$ cat config.mk
export PLATFORM = sky130hd
export DESIGN_NAME = string_search_replace_flat
export DESIGN_NICKNAME = d
export VERILOG_FILES = /design/src/hdl/ssr_pkg.sv /design/src/hdl/ssr_if.sv /design/src/hdl/ssr_cell.sv /design/src/hdl/ssr_out_buf.sv /design/src/hdl/string_search_replace.sv /design/src/flat_wrapper.sv
export SDC_FILE = /design/constraint.sdc
export NUM_CORES = 1
export LEC_CHECK = 0
export BUFFER_PORTS_ARGS = -buffer_cell sky130_fd_sc_hd__buf_2
export CORE_MARGIN = 2
export CORE_UTILIZATION = 50
export DETAILED_ROUTE_END_ITERATION = 10
export GPL_ROUTABILITY_DRIVEN = 0
export PLACE_DENSITY = 0.66
export SYNTH_ARGS = -nofsm -noshare
export SYNTH_HDL_FRONTEND = slang
export SYNTH_SLANG_ARGS = --single-unit
$ cat constraint.sdc
create_clock -name clock -period 6.6 [get_ports clock]
set_input_delay 0.99 -clock clock [delete_from_list [all_inputs] [get_ports clock]]
set_output_delay 0.99 -clock clock [all_outputs]
set_load 0.01 [all_outputs]
$ cat src/hdl/ssr_pkg.sv
// Shared types, constants and helpers for the string search/replace block.
// No dependencies; compiled first.
package ssr_pkg;

   localparam int PATTERN_MAX_DEF = 8;
   localparam int BYTE_W          = 8;
   localparam int COUNT_W         = 16;
   localparam int CSR_IDX_W       = 3;
   localparam int CSR_DATA_W      = 64;
   localparam int LEN_W           = 4;
   localparam int REP_MAX         = 8;
   localparam int REP_IDX_W       = 3;

   localparam logic [BYTE_W-1:0] ASCII_UPPER_A = 8'h41;
   localparam logic [BYTE_W-1:0] ASCII_UPPER_Z = 8'h5A;
   localparam logic [BYTE_W-1:0] ASCII_CASE_OFS = 8'h20;

   typedef enum logic [CSR_IDX_W-1:0] {
      CSR_PATTERN_BYTES      = 3'd0,
      CSR_PATTERN_LENGTH     = 3'd1,
      CSR_REPLACEMENT_BYTES  = 3'd2,
      CSR_REPLACEMENT_LENGTH = 3'd3,
      CSR_CASE_INSENSITIVE   = 3'd4
   } csr_index_type;

   typedef enum logic {
      ST_RUN,
      ST_FLUSH
   } run_state_type;

   typedef struct packed {
      logic [BYTE_W-1:0]  out_byte;
      logic               byte_valid;
      logic               run_last;
      logic               text_done;
      logic [COUNT_W-1:0] match_count;
   } rsp_item_type;

   // ASCII lower-case fold, active only in case-insensitive mode
   function automatic logic [BYTE_W-1:0] fold_byte(input logic [BYTE_W-1:0] c,
                                                   input logic ci);
      logic [BYTE_W-1:0] r;
      r = c;
      if (ci && c >= ASCII_UPPER_A && c <= ASCII_UPPER_Z) begin
         r = c + ASCII_CASE_OFS;
      end
      return r;
   endfunction

endpackage

$ cat src/hdl/ssr_if.sv
// Request and response channel interfaces (valid/ready plus payload).
// Depends on ssr_pkg.
interface ssr_req_if;
   import ssr_pkg::*;
   logic              valid;
   logic              ready;
   logic [BYTE_W-1:0] text_byte;
   logic              end_of_text;

   modport source (output valid, text_byte, end_of_text, input ready);
   modport sink   (input valid, text_byte, end_of_text, output ready);
endinterface

interface ssr_rsp_if;
   import ssr_pkg::*;
   logic               valid;
   logic               ready;
   logic [BYTE_W-1:0]  out_byte;
   logic               byte_valid;
   logic               run_last;
   logic               text_done;
   logic [COUNT_W-1:0] match_count;

   modport source (output valid, out_byte, byte_valid, run_last, text_done, match_count,
                   input ready);
   modport sink   (input valid, out_byte, byte_valid, run_last, text_done, match_count,
                   output ready);
endinterface

$ cat src/hdl/ssr_cell.sv
// One window cell: holds a pending byte, shifts toward the head, and compares
// against its own pattern byte and the one before it. Depends on ssr_pkg.
module ssr_cell (
   input  logic                      clock,
   input  logic                      shift,
   input  logic                      load,
   input  logic [ssr_pkg::BYTE_W-1:0] load_byte,
   input  logic [ssr_pkg::BYTE_W-1:0] next_byte,
   input  logic [ssr_pkg::BYTE_W-1:0] pat_here,
   input  logic [ssr_pkg::BYTE_W-1:0] pat_prev,
   output logic [ssr_pkg::BYTE_W-1:0] byte_q,
   output logic                      eq,
   output logic                      eq_prev
);
   import ssr_pkg::*;

   logic [BYTE_W-1:0] byte_ff;
   logic [BYTE_W-1:0] byte_in;

   // load wins: the appended byte lands where the shift would leave garbage
   always_comb begin
      byte_in = byte_ff;
      if (load) begin
         byte_in = load_byte;
      end else if (shift) begin
         byte_in = next_byte;
      end
   end

   always_ff @(posedge clock) begin
      byte_ff <= byte_in;
   end

   assign byte_q  = byte_ff;
   assign eq      = (byte_ff == pat_here);
   assign eq_prev = (byte_ff == pat_prev);

endmodule

$ cat src/hdl/ssr_out_buf.sv
// Two-entry response queue between the cell row and the response channel.
// Depends on ssr_pkg and ssr_if.
module ssr_out_buf (
   input  logic                  clock,
   input  logic                  reset,
   input  logic                  push,
   input  ssr_pkg::rsp_item_type push_item,
   output logic                  space,
   ssr_rsp_if.source             rsp_chan
);
   import ssr_pkg::*;

   rsp_item_type item_ff [2];
   logic         wr_ptr_ff, wr_ptr_in;
   logic         rd_ptr_ff, rd_ptr_in;
   logic [1:0]   count_ff, count_in;
   logic         pop;
   rsp_item_type head;

   assign pop   = rsp_chan.valid && rsp_chan.ready;
   assign space = (count_ff != 2'd2);
   assign head  = item_ff[rd_ptr_ff];

   always_comb begin
      wr_ptr_in = wr_ptr_ff;
      rd_ptr_in = rd_ptr_ff;
      count_in  = count_ff;
      if (push) begin
         wr_ptr_in = ~wr_ptr_ff;
      end
      if (pop) begin
         rd_ptr_in = ~rd_ptr_ff;
      end
      if (push && !pop) begin
         count_in = count_ff + 2'd1;
      end else if (pop && !push) begin
         count_in = count_ff - 2'd1;
      end
   end

   always_ff @(posedge clock) begin
      if (reset) begin
         wr_ptr_ff <= 1'b0;
         rd_ptr_ff <= 1'b0;
         count_ff  <= 2'd0;
      end else begin
         wr_ptr_ff <= wr_ptr_in;
         rd_ptr_ff <= rd_ptr_in;
         count_ff  <= count_in;
      end
   end

   always_ff @(posedge clock) begin
      if (push) begin
         item_ff[wr_ptr_ff] <= push_item;
      end
   end

   assign rsp_chan.valid       = (count_ff != 2'd0);
   assign rsp_chan.out_byte    = head.out_byte;
   assign rsp_chan.byte_valid  = head.byte_valid;
   assign rsp_chan.run_last    = head.run_last;
   assign rsp_chan.text_done   = head.text_done;
   assign rsp_chan.match_count = head.match_count;

endmodule

$ cat src/hdl/string_search_replace.sv
// Streaming search and replace: top level with control, cell row and queue.
// Depends on ssr_pkg, ssr_if, ssr_cell and ssr_out_buf.
//
// Usage: text bytes enter on req_chan, one per request; end_of_text marks the
// last byte of a text. Rewritten bytes leave on rsp_chan: pass-through bytes,
// replacement bytes in place of each leftmost non-overlapping match, and after
// end_of_text the held bytes followed by a status item with match_count.
// run_last flags the last response caused by a request. Registers are written
// through csr_we/csr_index/csr_wdata; the user must write them only while no
// text is in flight, and the block itself does not enforce this.
// Throughput: one request per cycle while bytes pass through or extend a
// partial match and the queue has space. A full match emits the replacement
// bytes in turn, taking a request with the last (at once if it is empty);
// bytes released from a broken partial match and, at end of text, held bytes
// then the status item leave in turn from the single head-of-window output
// per cycle. A taken request is written into the window, then its first
// response is queued. Reset clears the window, the match count and the
// registers (pattern length one). A stalled receiver fills the two-entry
// response queue, after which requests are held off until it drains.
module string_search_replace #(
   parameter int PATTERN_MAX = ssr_pkg::PATTERN_MAX_DEF
) (
   input  logic                          clock,
   input  logic                          reset,
   ssr_req_if.sink                       req_chan,
   ssr_rsp_if.source                     rsp_chan,
   input  logic                          csr_we,
   input  logic [ssr_pkg::CSR_IDX_W-1:0]  csr_index,
   input  logic [ssr_pkg::CSR_DATA_W-1:0] csr_wdata
);
   import ssr_pkg::*;

   localparam int FW = $clog2(PATTERN_MAX + 1);

   // configuration
   logic [CSR_DATA_W-1:0] pat_ff, rep_ff;
   logic [FW-1:0]         plen_ff;
   logic [LEN_W-1:0]      rlen_ff;
   logic                  ci_ff;
   logic [LEN_W-1:0]      plen_wr, rlen_wr;
   logic [FW-1:0]         plen_eff;

   // control state
   run_state_type         state_ff, state_in;
   logic [FW-1:0]         fill_ff, fill_in;
   logic [COUNT_W-1:0]    count_ff, count_in;
   logic                  eot_ff, eot_in;
   logic [REP_IDX_W-1:0]  rep_idx_ff, rep_idx_in;
   logic                  busy_ff, busy_in;

   // cell row
   logic [BYTE_W-1:0]     win_byte [PATTERN_MAX];
   logic [BYTE_W-1:0]     nb_byte  [PATTERN_MAX];
   logic [BYTE_W-1:0]     pat_fold [PATTERN_MAX];
   logic [PATTERN_MAX-1:0] eq, eq_prev, cell_load;
   logic                  shift;
   logic [BYTE_W-1:0]     new_byte;

   // decisions
   logic [FW-1:0]         cmp_len, fill_dec, cmp_sh, fill_mid;
   logic                  ok, ok_sh, full, rep_last;
   logic                  push, take_ok, settled, repl_done, rep_adv, flush_done;
   logic                  accept, out_space;
   rsp_item_type          push_item;
   logic [BYTE_W-1:0]     rep_byte;

   // ---------------- configuration ----------------
   assign plen_wr = csr_wdata[LEN_W-1:0];
   assign rlen_wr = csr_wdata[LEN_W-1:0];

   always_comb begin
      if (plen_wr == '0) begin
         plen_eff = FW'(1);
      end else if (plen_wr > LEN_W'(PATTERN_MAX)) begin
         plen_eff = FW'(PATTERN_MAX);
      end else begin
         plen_eff = plen_wr[FW-1:0];
      end
   end

   always_ff @(posedge clock) begin
      if (reset) begin
         pat_ff  <= '0;
         plen_ff <= FW'(1);
         rep_ff  <= '0;
         rlen_ff <= '0;
         ci_ff   <= 1'b0;
      end else if (csr_we) begin
         case (csr_index)
            CSR_PATTERN_BYTES:      pat_ff  <= csr_wdata;
            CSR_PATTERN_LENGTH:     plen_ff <= plen_eff;
            CSR_REPLACEMENT_BYTES:  rep_ff  <= csr_wdata;
            CSR_REPLACEMENT_LENGTH: rlen_ff <= (rlen_wr > LEN_W'(REP_MAX)) ?
                                               LEN_W'(REP_MAX) : rlen_wr;
            CSR_CASE_INSENSITIVE:   ci_ff   <= csr_wdata[0];
            default: ;
         endcase
      end
   end

   // ---------------- cell row ----------------
   assign new_byte = fold_byte(req_chan.text_byte, ci_ff);

   for (genvar k = 0; k < PATTERN_MAX; k++) begin : g_cell
      assign pat_fold[k]  = fold_byte(pat_ff[8*k +: 8], ci_ff);
      assign cell_load[k] = accept && (fill_mid == FW'(k));
      if (k == PATTERN_MAX - 1) begin : g_tail
         assign nb_byte[k] = '0;
      end else begin : g_body
         assign nb_byte[k] = win_byte[k+1];
      end
      ssr_cell u_cell (
         .clock     (clock),
         .shift     (shift),
         .load      (cell_load[k]),
         .load_byte (new_byte),
         .next_byte (nb_byte[k]),
         .pat_here  (pat_fold[k]),
         .pat_prev  (pat_fold[(k == 0) ? 0 : k-1]),
         .byte_q    (win_byte[k]),
         .eq        (eq[k]),
         .eq_prev   (eq_prev[k])
      );
   end

   // prefix check now, and after dropping the head byte
   always_comb begin
      cmp_len  = (fill_ff < plen_ff) ? fill_ff : plen_ff;
      fill_dec = fill_ff - FW'(1);
      cmp_sh   = (fill_dec < plen_ff) ? fill_dec : plen_ff;
      ok       = 1'b1;
      ok_sh    = 1'b1;
      for (int k = 0; k < PATTERN_MAX; k++) begin
         if (FW'(k) < cmp_len && !eq[k]) begin
            ok = 1'b0;
         end
         if (k > 0 && FW'(k-1) < cmp_sh && !eq_prev[k]) begin
            ok_sh = 1'b0;
         end
      end
      full = ok && (fill_ff >= plen_ff);
   end

   assign rep_last = ({1'b0, rep_idx_ff} == rlen_ff - LEN_W'(1));
   assign rep_byte = fold_byte(rep_ff[{rep_idx_ff, 3'b000} +: 8], ci_ff);

   // ---------------- control outputs ----------------
   always_comb begin
      push       = 1'b0;
      push_item  = '0;
      shift      = 1'b0;
      fill_mid   = fill_ff;
      settled    = 1'b0;
      repl_done  = 1'b0;
      rep_adv    = 1'b0;
      flush_done = 1'b0;
      case (state_ff)
         ST_RUN: begin
            // held bytes are rescanned only once a new request has landed
            if (!busy_ff) begin
               settled = 1'b1;
            end else if (full) begin
               if (rlen_ff == '0) begin
                  repl_done = 1'b1;
               end else if (out_space) begin
                  push                 = 1'b1;
                  push_item.out_byte   = rep_byte;
                  push_item.byte_valid = 1'b1;
                  push_item.run_last   = rep_last && !eot_ff;
                  repl_done            = rep_last;
                  rep_adv              = !rep_last;
               end
               if (repl_done) begin
                  fill_mid = '0;
                  settled  = 1'b1;
               end
            end else if (!ok) begin
               if (out_space) begin
                  push                 = 1'b1;
                  push_item.out_byte   = win_byte[0];
                  push_item.byte_valid = 1'b1;
                  push_item.run_last   = ok_sh && !eot_ff;
                  shift                = 1'b1;
                  fill_mid             = fill_dec;
                  settled              = ok_sh;
               end
            end else begin
               settled = 1'b1;
            end
         end
         ST_FLUSH: begin
            if (out_space) begin
               push = 1'b1;
               if (fill_ff != '0) begin
                  push_item.out_byte   = win_byte[0];
                  push_item.byte_valid = 1'b1;
                  shift                = 1'b1;
                  fill_mid             = fill_dec;
               end else begin
                  push_item.run_last    = 1'b1;
                  push_item.text_done   = 1'b1;
                  push_item.match_count = count_ff;
                  flush_done            = 1'b1;
               end
            end
         end
         default: ;
      endcase
   end

   assign take_ok        = (state_ff == ST_RUN) && settled && !eot_ff;
   assign req_chan.ready = take_ok;
   assign accept         = take_ok && req_chan.valid;

   // ---------------- next state ----------------
   always_comb begin
      state_in = state_ff;
      case (state_ff)
         ST_RUN: begin
            if (eot_ff && settled) begin
               state_in = ST_FLUSH;
            end
         end
         ST_FLUSH: begin
            if (flush_done) begin
               state_in = ST_RUN;
            end
         end
         default: state_in = ST_RUN;
      endcase
   end

   always_comb begin
      fill_in    = fill_mid + FW'(accept);
      count_in   = count_ff;
      eot_in     = eot_ff;
      rep_idx_in = rep_idx_ff;
      busy_in    = busy_ff;
      if (settled) begin
         busy_in = 1'b0;
      end
      if (accept) begin
         busy_in = 1'b1;
      end
      if (flush_done) begin
         fill_in  = '0;
         count_in = '0;
         eot_in   = 1'b0;
      end
      // shorter pattern drops a window that can no longer be a proper prefix
      if (csr_we && csr_index == CSR_PATTERN_LENGTH && fill_ff >= plen_eff) begin
         fill_in = '0;
      end
      if (repl_done && count_ff != '1) begin
         count_in = count_ff + COUNT_W'(1);
      end
      if (accept) begin
         eot_in = req_chan.end_of_text;
      end
      if (repl_done) begin
         rep_idx_in = '0;
      end else if (rep_adv) begin
         rep_idx_in = rep_idx_ff + REP_IDX_W'(1);
      end
   end

   always_ff @(posedge clock) begin
      if (reset) begin
         state_ff   <= ST_RUN;
         fill_ff    <= '0;
         count_ff   <= '0;
         eot_ff     <= 1'b0;
         rep_idx_ff <= '0;
         busy_ff    <= 1'b0;
      end else begin
         state_ff   <= state_in;
         fill_ff    <= fill_in;
         count_ff   <= count_in;
         eot_ff     <= eot_in;
         rep_idx_ff <= rep_idx_in;
         busy_ff    <= busy_in;
      end
   end

   // ---------------- response queue ----------------
   ssr_out_buf u_out_buf (
      .clock     (clock),
      .reset     (reset),
      .push      (push),
      .push_item (push_item),
      .space     (out_space),
      .rsp_chan  (rsp_chan)
   );

endmodule

$ cat src/flat_wrapper.sv
// flat-port wrapper written by rule: the top's interface ports become plain ports
module string_search_replace_flat import ssr_pkg::*;
#(
   parameter int PATTERN_MAX = ssr_pkg::PATTERN_MAX_DEF
)
  (clock, reset, csr_we, csr_index, csr_wdata, req_chan_valid, req_chan_text_byte, req_chan_end_of_text, req_chan_ready, rsp_chan_valid, rsp_chan_out_byte, rsp_chan_byte_valid, rsp_chan_run_last, rsp_chan_text_done, rsp_chan_match_count, rsp_chan_ready);
  ssr_req_if req_chan_i ();
  ssr_rsp_if rsp_chan_i ();
  input  logic clock;
  input  logic reset;
  input  logic csr_we;
  input  logic [ssr_pkg::CSR_IDX_W-1:0] csr_index;
  input  logic [ssr_pkg::CSR_DATA_W-1:0] csr_wdata;
  input wire logic [$bits(req_chan_i.valid)-1:0] req_chan_valid;
  input wire logic [$bits(req_chan_i.text_byte)-1:0] req_chan_text_byte;
  input wire logic [$bits(req_chan_i.end_of_text)-1:0] req_chan_end_of_text;
  output wire logic [$bits(req_chan_i.ready)-1:0] req_chan_ready;
  output wire logic [$bits(rsp_chan_i.valid)-1:0] rsp_chan_valid;
  output wire logic [$bits(rsp_chan_i.out_byte)-1:0] rsp_chan_out_byte;
  output wire logic [$bits(rsp_chan_i.byte_valid)-1:0] rsp_chan_byte_valid;
  output wire logic [$bits(rsp_chan_i.run_last)-1:0] rsp_chan_run_last;
  output wire logic [$bits(rsp_chan_i.text_done)-1:0] rsp_chan_text_done;
  output wire logic [$bits(rsp_chan_i.match_count)-1:0] rsp_chan_match_count;
  input wire logic [$bits(rsp_chan_i.ready)-1:0] rsp_chan_ready;
  assign req_chan_i.valid = req_chan_valid;
  assign req_chan_i.text_byte = req_chan_text_byte;
  assign req_chan_i.end_of_text = req_chan_end_of_text;
  assign req_chan_ready = req_chan_i.ready;
  assign rsp_chan_valid = rsp_chan_i.valid;
  assign rsp_chan_out_byte = rsp_chan_i.out_byte;
  assign rsp_chan_byte_valid = rsp_chan_i.byte_valid;
  assign rsp_chan_run_last = rsp_chan_i.run_last;
  assign rsp_chan_text_done = rsp_chan_i.text_done;
  assign rsp_chan_match_count = rsp_chan_i.match_count;
  assign rsp_chan_i.ready = rsp_chan_ready;
  string_search_replace #(.PATTERN_MAX(PATTERN_MAX)) u_core (.clock(clock), .reset(reset), .req_chan(req_chan_i), .rsp_chan(rsp_chan_i), .csr_we(csr_we), .csr_index(csr_index), .csr_wdata(csr_wdata));
endmodule
==> impl_metrics.tcl <==
set metrics [dict create \
    outcome "finished clean" \
    start_util_pct 50.4 \
    p_total_w 0.00709 \
    path_max_fanout 10 \
    max-slew-margin-rel_pct 24.2 \
    synth_top_area_share_pct 23.1 \
    synth_fp_nets 1754 \
    tns_ps 0 \
    routedWlPerCell_microns 20.5 \
    area_growth_pct 13.5 \
    powerDensity_nw_per_um2 407 \
    portBuffers 109 \
    post_dp_cell_area_sq_um 16200 \
    clock-sinks 286 \
    hold_viol 0 \
    reg2reg_depth 16 \
    syn_area_per_cell_sq_um 9.35 \
    cts_resized 0 \
    async_flop_share_pct 0 \
    drt_first_pass_iters 5 \
    synthCells 1642 \
    hold_depth 2 \
    grt_max_degree 96 \
    slowest_stage "a2111oi_4" \
    critical_path.max_stage_delay_ps 550 \
    cap_violations 0 \
    setup_viol 0 \
    synth_edf_count 118 \
    drcViolationCount 0 \
    finClkSkew_ps 27.6 \
    ant_nets 0 \
    reg2reg_to "u_core.g_cell[0].u_cell.byte_q[7]" \
    die_x_microns 179 \
    p_leak_nw 6.39 \
    overflow 0 \
    timing.rr.start "u_core.fill_ff[0]" \
    worst_ir_drop_vdd_v 0.000238 \
    grt_pass1_vias 12100 \
    placementRows 64 \
    die-area_sq_um 32100 \
    die_h_microns 179 \
    cts_root_buf "clkbuf_16" \
    design_area_sq_um 17400 \
    worst-setup-path-type "reg -> reg" \
    synth.cell_area_sq_um 15300 \
    htreeDepth 1 \
    rrSetupSlack_ps 1040 \
    path_buf_inv 2 \
    grt_pass1_wl_microns 67500 \
    antenna_found_initial 9 \
    cts_tree "done" \
    synth_ff_type "dfxtp_1" \
    post_cts.repair.setup_buffers 0 \
    fmax_mhz 180 \
    cp.arrival_ps 5780 \
    nets 1832 \
    yosys_warnings 0 \
    hp-class "reg -> reg" \
    layout-drive-gt1-share_pct 17.2 \
    final_core_util_pct 57.3 \
    rsz0062_at_grt "false" \
    drt_wl_total_microns 44000 \
    clock_path_buffers 3 \
    yosysSeqAreaShare_pct 45.0 \
    cp_cell_sequence "inv_1 -> ha_1 -> inv_1 -> ha_1 -> nor2b_1 -> o211ai_1 -> nand2_1 -> mux2_2 -> o22ai_1 -> a21oi_1 -> nand4b_1 -> o211a_1 -> a2111oi_4 -> and4b_1 -> nor3b_4 -> nand2b_1" \
    pin_count 110 \
    worst_pin_slew_ps 1130 \
    synth.area.top_cells "edfxtp_1 23%, dfxtp_1 22%, nand2_1 7.5%, mux2_2 6.2%, a21oi_1 5.9%" \
    cp-start-kind "register" \
    vias 12600 \
    grtUsageTotal_pct 27.3 \
    hold_buffers 0 \
    clkSlewWorstSetupHoldPaths_ps 60 \
    crit_family "simple AND/OR/NAND/NOR gates" \
    viasPerCell 5.88 \
    min_from "u_core.rep_ff[7]" \
    dp_hpwl_microns 32100 \
    fin_crit_sh_pct 84.2 \
    yosysTopAreaCell "edfxtp_1" \
    core_sq_um 30400 \
    critical_path_required_ps 6820 \
    endpoint_kind "register" \
    period_needed_ps 5560 \
    clock_latency_ps 580 \
    synth.distinct_cells 81 \
    ys_ff_latch 286 \
    slew_viol_final 0 \
    cts_buffers 31 \
    drt_iter0_drc 1253 \
    hold_end "u_core.rep_ff[7]" \
]
[tightest hold or removal path, delay by kind of cell (launching register included)]
family | cells | cell delay, ps
AO/OA/AOI/OAI | 1 | 50
flip-flops | 1 | 310
AND/OR/NAND/NOR | 1 | 50
[cell type report]
cell class / count / area [sq um]
clock buffer: 45 / 963
sequential: 286 / 6910
multi-input combinational: 1224 / 7940
clock inverter: 13 / 250
tap: 396 / 495
timing repair buffer: 122 / 646
inverter: 55 / 206
antenna: 6 / 15.0
fill: 2731 / 13000
[per-stage QoR]
| stage | worst slack [ps] | hold slack, ps | std cells |
|---|---|---|---|
| after floorplan | 1770 | 433 | 1642 |
| after global placement | 1360 | 439 | 2083 |
| after detailed placement | 1100 | 447 | 2083 |
| after CTS | 1120 | 455 | 2141 |
| after global routing | 617 | 467 | 2144 |
| final | 1040 | 453 | 2147 |
[sequential cells by signal (all words and copies together) (netlist names), 2 cells and up, named ones only]
name,count
u_core.count_ff,16
u_core.rep_idx_ff,3
u_core.rep_ff,64
u_core.plen_ff,4
u_core.u_out_buf.item_ff,54
u_core.g_cell.u_cell.byte_q,64
u_core.u_out_buf.count_ff,2
u_core.fill_ff,4
u_core.rlen_ff,4
u_core.pat_ff,64
[power by group]
| part | internal [W] | leakage, nW | switching, W | total [W] |
|---|---|---|---|---|
| combinational | 0.000982 | 3.34 | 0.00137 | 0.00235 |
| clock | 0.00129 | 0.591 | 0.000739 | 0.00202 |
| sequential | 0.00236 | 2.46 | 0.000364 | 0.00272 |
[Yosys cell counts (all sizes together), types with 12 or more instances]
cell type  number
xnor2          53
nand2b         20
a31oi          14
nand3          28
and2           35
nor2           91
nand3b         17
a21o           12
clkbuf         57
mux4           16
and3           18
xor2           58
ha             31
edfxtp        118
nand2         305
a21oi         182
nor2b          21
inv            55
o21ai          48
mux2i          23
o22ai          16
mux2           85
nor3           24
buf            20
dfxtp         168
[metal layers]
layer / part of all wire [%] / vias to the layer above / track usage [%]
li1: - / 5988 / -
met1: 42 / 6021 / 36.0
met4: 3.5 / 6 / 8.97
met2: 47 / 516 / 45.4
met5: 0.077 / - / 0
met3: 7.8 / 96 / 4.73
[cells in the final DEF, fill, tap and decap left out, types with 34 or more instances in the layout]
master     Yosys  routed
xor2_1        58      58
inv_1         55      55
edfxtp_1     118     118
o21ai_0       45      45
nor2_1        91      91
mux2_2        84      84
nand2_1      305     304
a21oi_1      182     182
clkbuf_16      0      35
and2_1        35      34
dfxtp_1      168     168
xnor2_1       53      53
buf_2          6     108
[worst max path at each step]
stage,start,endpoint,cells past startpoint
6_report,u_core.fill_ff[0],u_core.g_cell[0].u_cell.byte_q[7],16
5_1_grt,u_core.fill_ff[1],u_core.g_cell[0].u_cell.byte_q[2],15
4_1_cts,u_core.fill_ff[0],u_core.g_cell[6].u_cell.byte_q[5],16
3_5_place_dp,u_core.fill_ff[0],u_core.g_cell[6].u_cell.byte_q[5],16
3_3_place_gp,u_core.fill_ff[0],u_core.g_cell[6].u_cell.byte_q[2],16
2_1_floorplan,u_core.fill_ff[0],u_core.u_out_buf.item_ff[0][0],15
[logic make-up (layout without fill, tap and decap cells)]
logic type	after synthesis	count (layout)	synth area share (%)
AOI/OAI and AO/OA	352	352	14.2
xor gates and xnor gates	111	111	6.33
adders and majority gates	31	31	2.53
buffers and inverters	132	235	3.30
DFF	286	286	45.0
muxes	124	124	10.1
other	0	6	0
and+or+nand+nor	606	606	18.6
Note: power is estimated with default switching activity, not from simulation.
